### src/rtl/assert_macros.svh
// Assertion helpers for the RTL.
`ifndef ASSERT_MACROS_SVH
`define ASSERT_MACROS_SVH

// Check a property while out of reset.
`define ISP_ASSERT(name, clk, rst_n, prop) \
  name: assert property (@(posedge clk) disable iff (!rst_n) prop) else $error("%m: check failed");

// Check a property on every edge, reset included.
`define ISP_ASSERT_NR(name, clk, prop) \
  name: assert property (@(posedge clk) prop) else $error("%m: check failed");

`endif

### src/rtl/isp_pkg.sv
`default_nettype none
package isp_pkg;

  localparam int SLOT_SPAN   = 16;
  localparam int DIV_STEPS   = 64;
  localparam int QUEUE_DEPTH = 2;

  localparam logic [63:0] STAT_LIMIT = 64'd1000000000000;
  localparam logic [30:0] FRAME_MAX  = 31'h7FFF_FFFF;

  localparam logic [1:0] OP_START = 2'd0;
  localparam logic [1:0] OP_STOP  = 2'd1;
  localparam logic [1:0] OP_CLEAR = 2'd2;

  localparam logic [1:0] CFG_ENABLE   = 2'd0;
  localparam logic [1:0] CFG_CAP_FROM = 2'd1;
  localparam logic [1:0] CFG_CAP_MAX  = 2'd2;

  typedef enum logic [2:0] {
    ST_STARTED, ST_RESTARTED, ST_RECORDED, ST_IGNORED, ST_CLEARED, ST_DISABLED
  } status_t;

  typedef enum logic [2:0] {
    K_START, K_STOP, K_CLEAR, K_NOP, K_RANGE, K_OFF
  } kind_t;

  typedef enum logic [3:0] {
    BS_IDLE, BS_READ, BS_DECIDE, BS_MUL_LO, BS_MUL_HI, BS_SUM,
    BS_DIV_INIT, BS_DIV, BS_DIV_END, BS_ABS, BS_WRITE
  } back_state_t;

  typedef struct packed {
    kind_t       kind;
    logic [3:0]  slot;
    logic [62:0] ts;
  } cmd_t;

  typedef struct packed {
    logic        armed;
    logic [63:0] start;
    logic [30:0] frame;
    logic [63:0] min;
    logic [63:0] max;
    logic [63:0] mean;
    logic [63:0] dev;
    logic [15:0] ccount;
  } slot_rec_t;

  typedef struct packed {
    logic        enable;
    logic [31:0] cap_from;
    logic [15:0] cap_max;
  } cfg_t;

  typedef struct packed {
    logic full;
    logic empty;
  } q_stat_t;

  function automatic slot_rec_t rec_reset();
    slot_rec_t r;
    r.armed  = 1'b0;
    r.start  = '0;
    r.frame  = '0;
    r.min    = STAT_LIMIT;
    r.max    = 64'd0 - STAT_LIMIT;
    r.mean   = '0;
    r.dev    = '0;
    r.ccount = '0;
    return r;
  endfunction

endpackage
`default_nettype wire

### src/rtl/isp_queue.sv
`default_nettype none
module isp_queue (
  input  wire               clk,
  input  wire               rst_n,
  input  wire               push,
  input  isp_pkg::cmd_t     push_data,
  input  wire               pop,
  output isp_pkg::cmd_t     pop_data,
  output isp_pkg::q_stat_t  stat
);
  import isp_pkg::*;

  cmd_t       entry_r [QUEUE_DEPTH];
  logic       wr_ptr_r, rd_ptr_r;
  logic [1:0] count_r;

  always_ff @(posedge clk) begin
    if (!rst_n) begin
      wr_ptr_r <= 1'b0;
      rd_ptr_r <= 1'b0;
      count_r  <= '0;
    end else begin
      if (push) wr_ptr_r <= ~wr_ptr_r;
      if (pop)  rd_ptr_r <= ~rd_ptr_r;
      if (push && !pop)      count_r <= count_r + 2'd1;
      else if (pop && !push) count_r <= count_r - 2'd1;
    end
  end

  always_ff @(posedge clk) begin
    if (push) entry_r[wr_ptr_r] <= push_data;
  end

  assign pop_data   = entry_r[rd_ptr_r];
  assign stat.full  = (count_r == 2'(QUEUE_DEPTH));
  assign stat.empty = (count_r == 2'd0);
endmodule
`default_nettype wire

### config.mk
export PLATFORM = sky130hd
export DESIGN_NAME = isp_queue
export DESIGN_NICKNAME = d
export VERILOG_FILES = /design/src/rtl/assert_macros.svh /design/src/rtl/isp_pkg.sv /design/src/rtl/isp_queue.sv
export SDC_FILE = /design/constraint.sdc
export NUM_CORES = 1
export LEC_CHECK = 0
export ABC_CLOCK_PERIOD_IN_PS = 4750
export BUFFER_PORTS_ARGS = -buffer_cell sky130_fd_sc_hd__buf_2
export CORE_MARGIN = 2
export CORE_UTILIZATION = 52
export CTS_CLUSTER_SIZE = 25
export DETAILED_ROUTE_END_ITERATION = 10
export GPL_ROUTABILITY_DRIVEN = 1
export PLACE_DENSITY_LB_ADDON = 0.2
export SYNTH_ARGS = -nofsm -noshare
export SYNTH_HDL_FRONTEND = slang
export SYNTH_SLANG_ARGS = --single-unit
### constraint.sdc
create_clock -name clk -period 4.75 [get_ports clk]
set_clock_uncertainty 0.1 [all_clocks]
set_input_delay 0.2375 -clock clk [delete_from_list [all_inputs] [get_ports clk]]
set_output_delay 0.2375 -clock clk [all_outputs]
set_load 0.02 [all_outputs]
Yosys cells after proc, flatten, opt, wreduce, memory -nomap -nowiden
Memories as Yosys holds them, arrays and structs flattened. A register that Yosys moved wholly into a read port is not among the register bits.
Cells that the tools add are included.
{"block": "word_totals", "mem_bits_rw": 140, "output_inout_bits": 72, "elab_cells": 21, "memories": 1, "in_bits": 74, "register_bits": 4}
{"block": "classes", "reduce_logical": 6, "n_bitwise": 2, "n_eq_ne": 1, "add_sub_neg": 2, "n_mux": 6}
{"memory": "entry_r", "words": 2, "width": 70, "rd": 1, "rd_ports_with_merged_regs": 1, "write_ports": 1, "line_no": "isp_queue.sv:13", "rtl": "cmd_t entry_r [QUEUE_DEPTH];"}
{"cell": "$mux 1", "count": 4}
{"cell": "$mux 2", "count": 2}
{"cell": "$add 2x1->2 const B", "count": 1}
{"cell": "$eq 2x2->1 const B", "count": 1}
{"cell": "$logic_and 1x1->1", "count": 2}
{"cell": "$logic_not 1->1", "count": 2}
{"cell": "$logic_not 2->1", "count": 1}
{"cell": "$not 1->1", "count": 2}
{"cell": "$reduce_bool 2->1", "count": 1}
{"cell": "$sub 2x1->2 const B", "count": 1}

Depth between registers and ports, before layout
{"block": "depth", "ltp_word": 4, "mapped_depth": 5, "mapped_depth_nobuf": 5}

Worst setup path before layout
No wires, ideal clock.
{"block": "synth_path", "path_type": "reg2reg", "start": "register wr_ptr_r", "end": "memory entry_r[0][0] (netlist bit), enable pin", "n_path_buf": 0, "setup_slack_ns": 0.707, "t_arrival_ns": 3.435, "path_stages_with_launch": 2, "setup_time_ns": 0.508, "synth_period_minus_slack_ns": 4.043, "t_required_ns": 4.142, "cell_sequence": "dfxtp_1 -> nor2b_1"}
{"item": "start: declaration", "line_no": "isp_queue.sv:14", "rtl": "logic wr_ptr_r, rd_ptr_r;"}
{"item": "start signal: assignment", "line_no": "isp_queue.sv:23", "rtl": "if (push) wr_ptr_r <= ~wr_ptr_r;"}
{"item": "end: declaration", "line_no": "isp_queue.sv:13"}
Straight into the memory's write port.

==> metrics <==
status completed; WP depth 2; Synth Net Count 315; CTS Buffer Depth 2; Final Cell Area 7540 um2; cell breakdown of the critical path mux2_2, buf_2; initial antenna violation count 0; most frequent cells in the layout buf_2, edfxtp_1, dlygate4sd3_1; final WL 9900 um; CP max-delay cell dfxtp_4; critical path class reg -> out; Core Region 9770 um2; Worst-Skew Late Latency 0.51 ns; Vias 2,961; Synth Area in XOR/XNOR 0.500%; Lkg Pwr 2.89 nW; CTS tree done; Tmin final 2.44 ns; FF/Latch Area 4310 um2; drt pass-1 iters 4; die height 104 um; synthesized area 5250 um2; Area growth syn-to-layout 43.5%; GRT overflow 0; area of the multi-input gates 913 um2; global route hottest layer met2; Setup TNS 0 ns; worst slew pin tran 0.949 ns; Fmax achieved 0.409 GHz; post-synthesis mux area share 15.0%; Final Hold Fails 0; row cnt 36; largest cells by area after synthesis edfxtp_1, mux2_2, dfxtp_1; cells after synthesis 240; diode count 0; HP Class in -> reg; largest family of logic cells by synthesized area multiplexers; Peak VDD IR 0.268 mV; share of the synthesized area in the top cell type 80.1%; final worst-path cycle share 51.5%; IO Port Bufs 145; post-synthesis sequential area ratio 82.0%; Netlist cell types 16; area leader, netlist edfxtp_1; root buf cell clkbuf_8; Critical Path End pop_data[45]; met1 Use GR 21.0%; Worst R2R Path Depth 4; CP max FO 70; total track usage 18.7%; CTS Sinks 145; max_slew headroom 36.8%; WP buf/inv 1; H-tree depth 4; Synth Area in Compound Gates 0.381%; RSZ-0062 raised after global routing false; DR DRC count 0; vias in the first global route 3,100; layout cell share with drive strength beyond 1 51.4%; R2R Path End wr_ptr_r; CTS Buf Count 17; fillcell total 583; largest net degree at the start of global routing 71; mean routed wirelength per cell 16.1 um; Area after DPL 6120 um2; Final Wtd Congestion 0.684; Avg Inst Size Synth 21.9 um2; Worst Hold Path Cells 2; clock transition at the registers of the reported paths 0.06 ns; fin. max-slew vios 0; r2r setup slk 2.38 ns; Top delay family on crit path flip-flops; Adder-Cell Fraction of Synth Area 0.238%; global-route wire length before repair 15,200 um; Die X 104 um; die area 10,900 um2; Critical Path RT 4.41 ns; via density per instance 4.82; Initial Util 53.7%; Post-DP HPWL 5240 um; drt initial violations 105; Data arrival, critical path 2.11 ns; Reg2Reg Launch Point wr_ptr_r; Ys Warns 0; Resized cells post-CTS 0; Max stage delay on crit path 0.97 ns; maxcap violations 0; DRT antenna net count 0; commonest non-fill, non-tap cell in the layout buf_2; NumNets Final 545; IO Pins 146; CP startpoint kind flip-flop; synthesized flop and latch total 145; Worst setup EP type output port; met2 usage 32.8%; simple-gate share of the synthesized area 1.07%; GRT met3 Usage 6.45%; endpoints failing setup 0; Power Dens Cells 451 nW/um2
-- power by group --
part	internal, W	switching (W)	total, W
clock	0.00105	0.000466	0.00152
combinational	0.000174	0.000183	0.000357
sequential	0.00148	0.0000397	0.00152
-- final cells by class --
class | count | area share, %
sequential | 145 | 57.2
clock inverter | 12 | 3.49
timing repair buffer | 219 | 19.4
tap | 133 | 2.21
inverter | 1 | 0.0498
clock buffer | 18 | 5.55
multi-input combinational | 86 | 12.1
-- cell families (layout without fill, tap and decap cells) --
kind of cell | Yosys count | after routing
compound gates | 3 | 3
xor+xnor | 3 | 3
fa+ha+maj | 1 | 1
buf+inv | 9 | 250
flops | 145 | 145
mux | 70 | 70
simple gates | 9 | 9
-- worst register-to-register path, delay by kind of cell, from the launching register on --
kind                   cells  cell delay [ns]
and+or+nand+nor            1             0.41
buffers and inverters      2             1.23
DFF                        1             0.35
AOI/OAI and AO/OA          1             0.22
-- registers in the layout, indices dropped and copies added, names as in the netlist, named ones only --
signal and flops:
wr_ptr_r 1, rd_ptr_r 1, count_r 2, entry_r 140
-- stage by stage --
step / instances / hold slack [ns] / utilization (%) / total power, W / worst slack [ns]
after floorplan: 240 / 0.236 / - / 0.00174 / 0.707
after global placement: 511 / 0.325 / 62.7 / 0.00185 / 2.75
after detailed placement: 511 / 0.328 / 62.7 / 0.00185 / 2.73
after CTS: 614 / 0.114 / 77.1 / 0.00341 / 2.26
after global routing: 614 / 0.125 / 77.1 / 0.00350 / 2.19
final: 614 / 0.131 / 77.1 / 0.00340 / 2.31
-- how the worst min path moves through the flow --
stage | from | end | slack [ns]
CTS | push | entry_r[0][22] | 0.11
finish | push | entry_r[0][22] | 0.13
floorplan | push_data[0] | entry_r[0][0] | 0.24
global route | push | entry_r[0][22] | 0.12
detailed placement | push_data[51] | entry_r[1][51] | 0.33
global placement | push_data[51] | entry_r[1][51] | 0.32
-- layer usage --
metal | vias up | wire (um)
met4 | 0 | 155
met3 | 15 | 573
li1 | 1401 | -
met1 | 1442 | 3920
met5 | - | 0
met2 | 103 | 5240
-- cells in the mapped netlist, drive strengths merged --
library cell / number
and2: 4
xor2: 2
nor2b: 2
dfxtp: 5
o21a: 1
inv: 1
or3: 1
buf: 8
xnor2: 1
and2b: 1
nor2: 1
mux2: 70
a21boi: 1
o21ai: 1
ha: 1
edfxtp: 140
-- what timing repair did --
item,CTS,global route
hold buffers,73,0
setup buffers,0,0
hold endpoints to repair,145,0
Power figures use the tool's default switching activity.
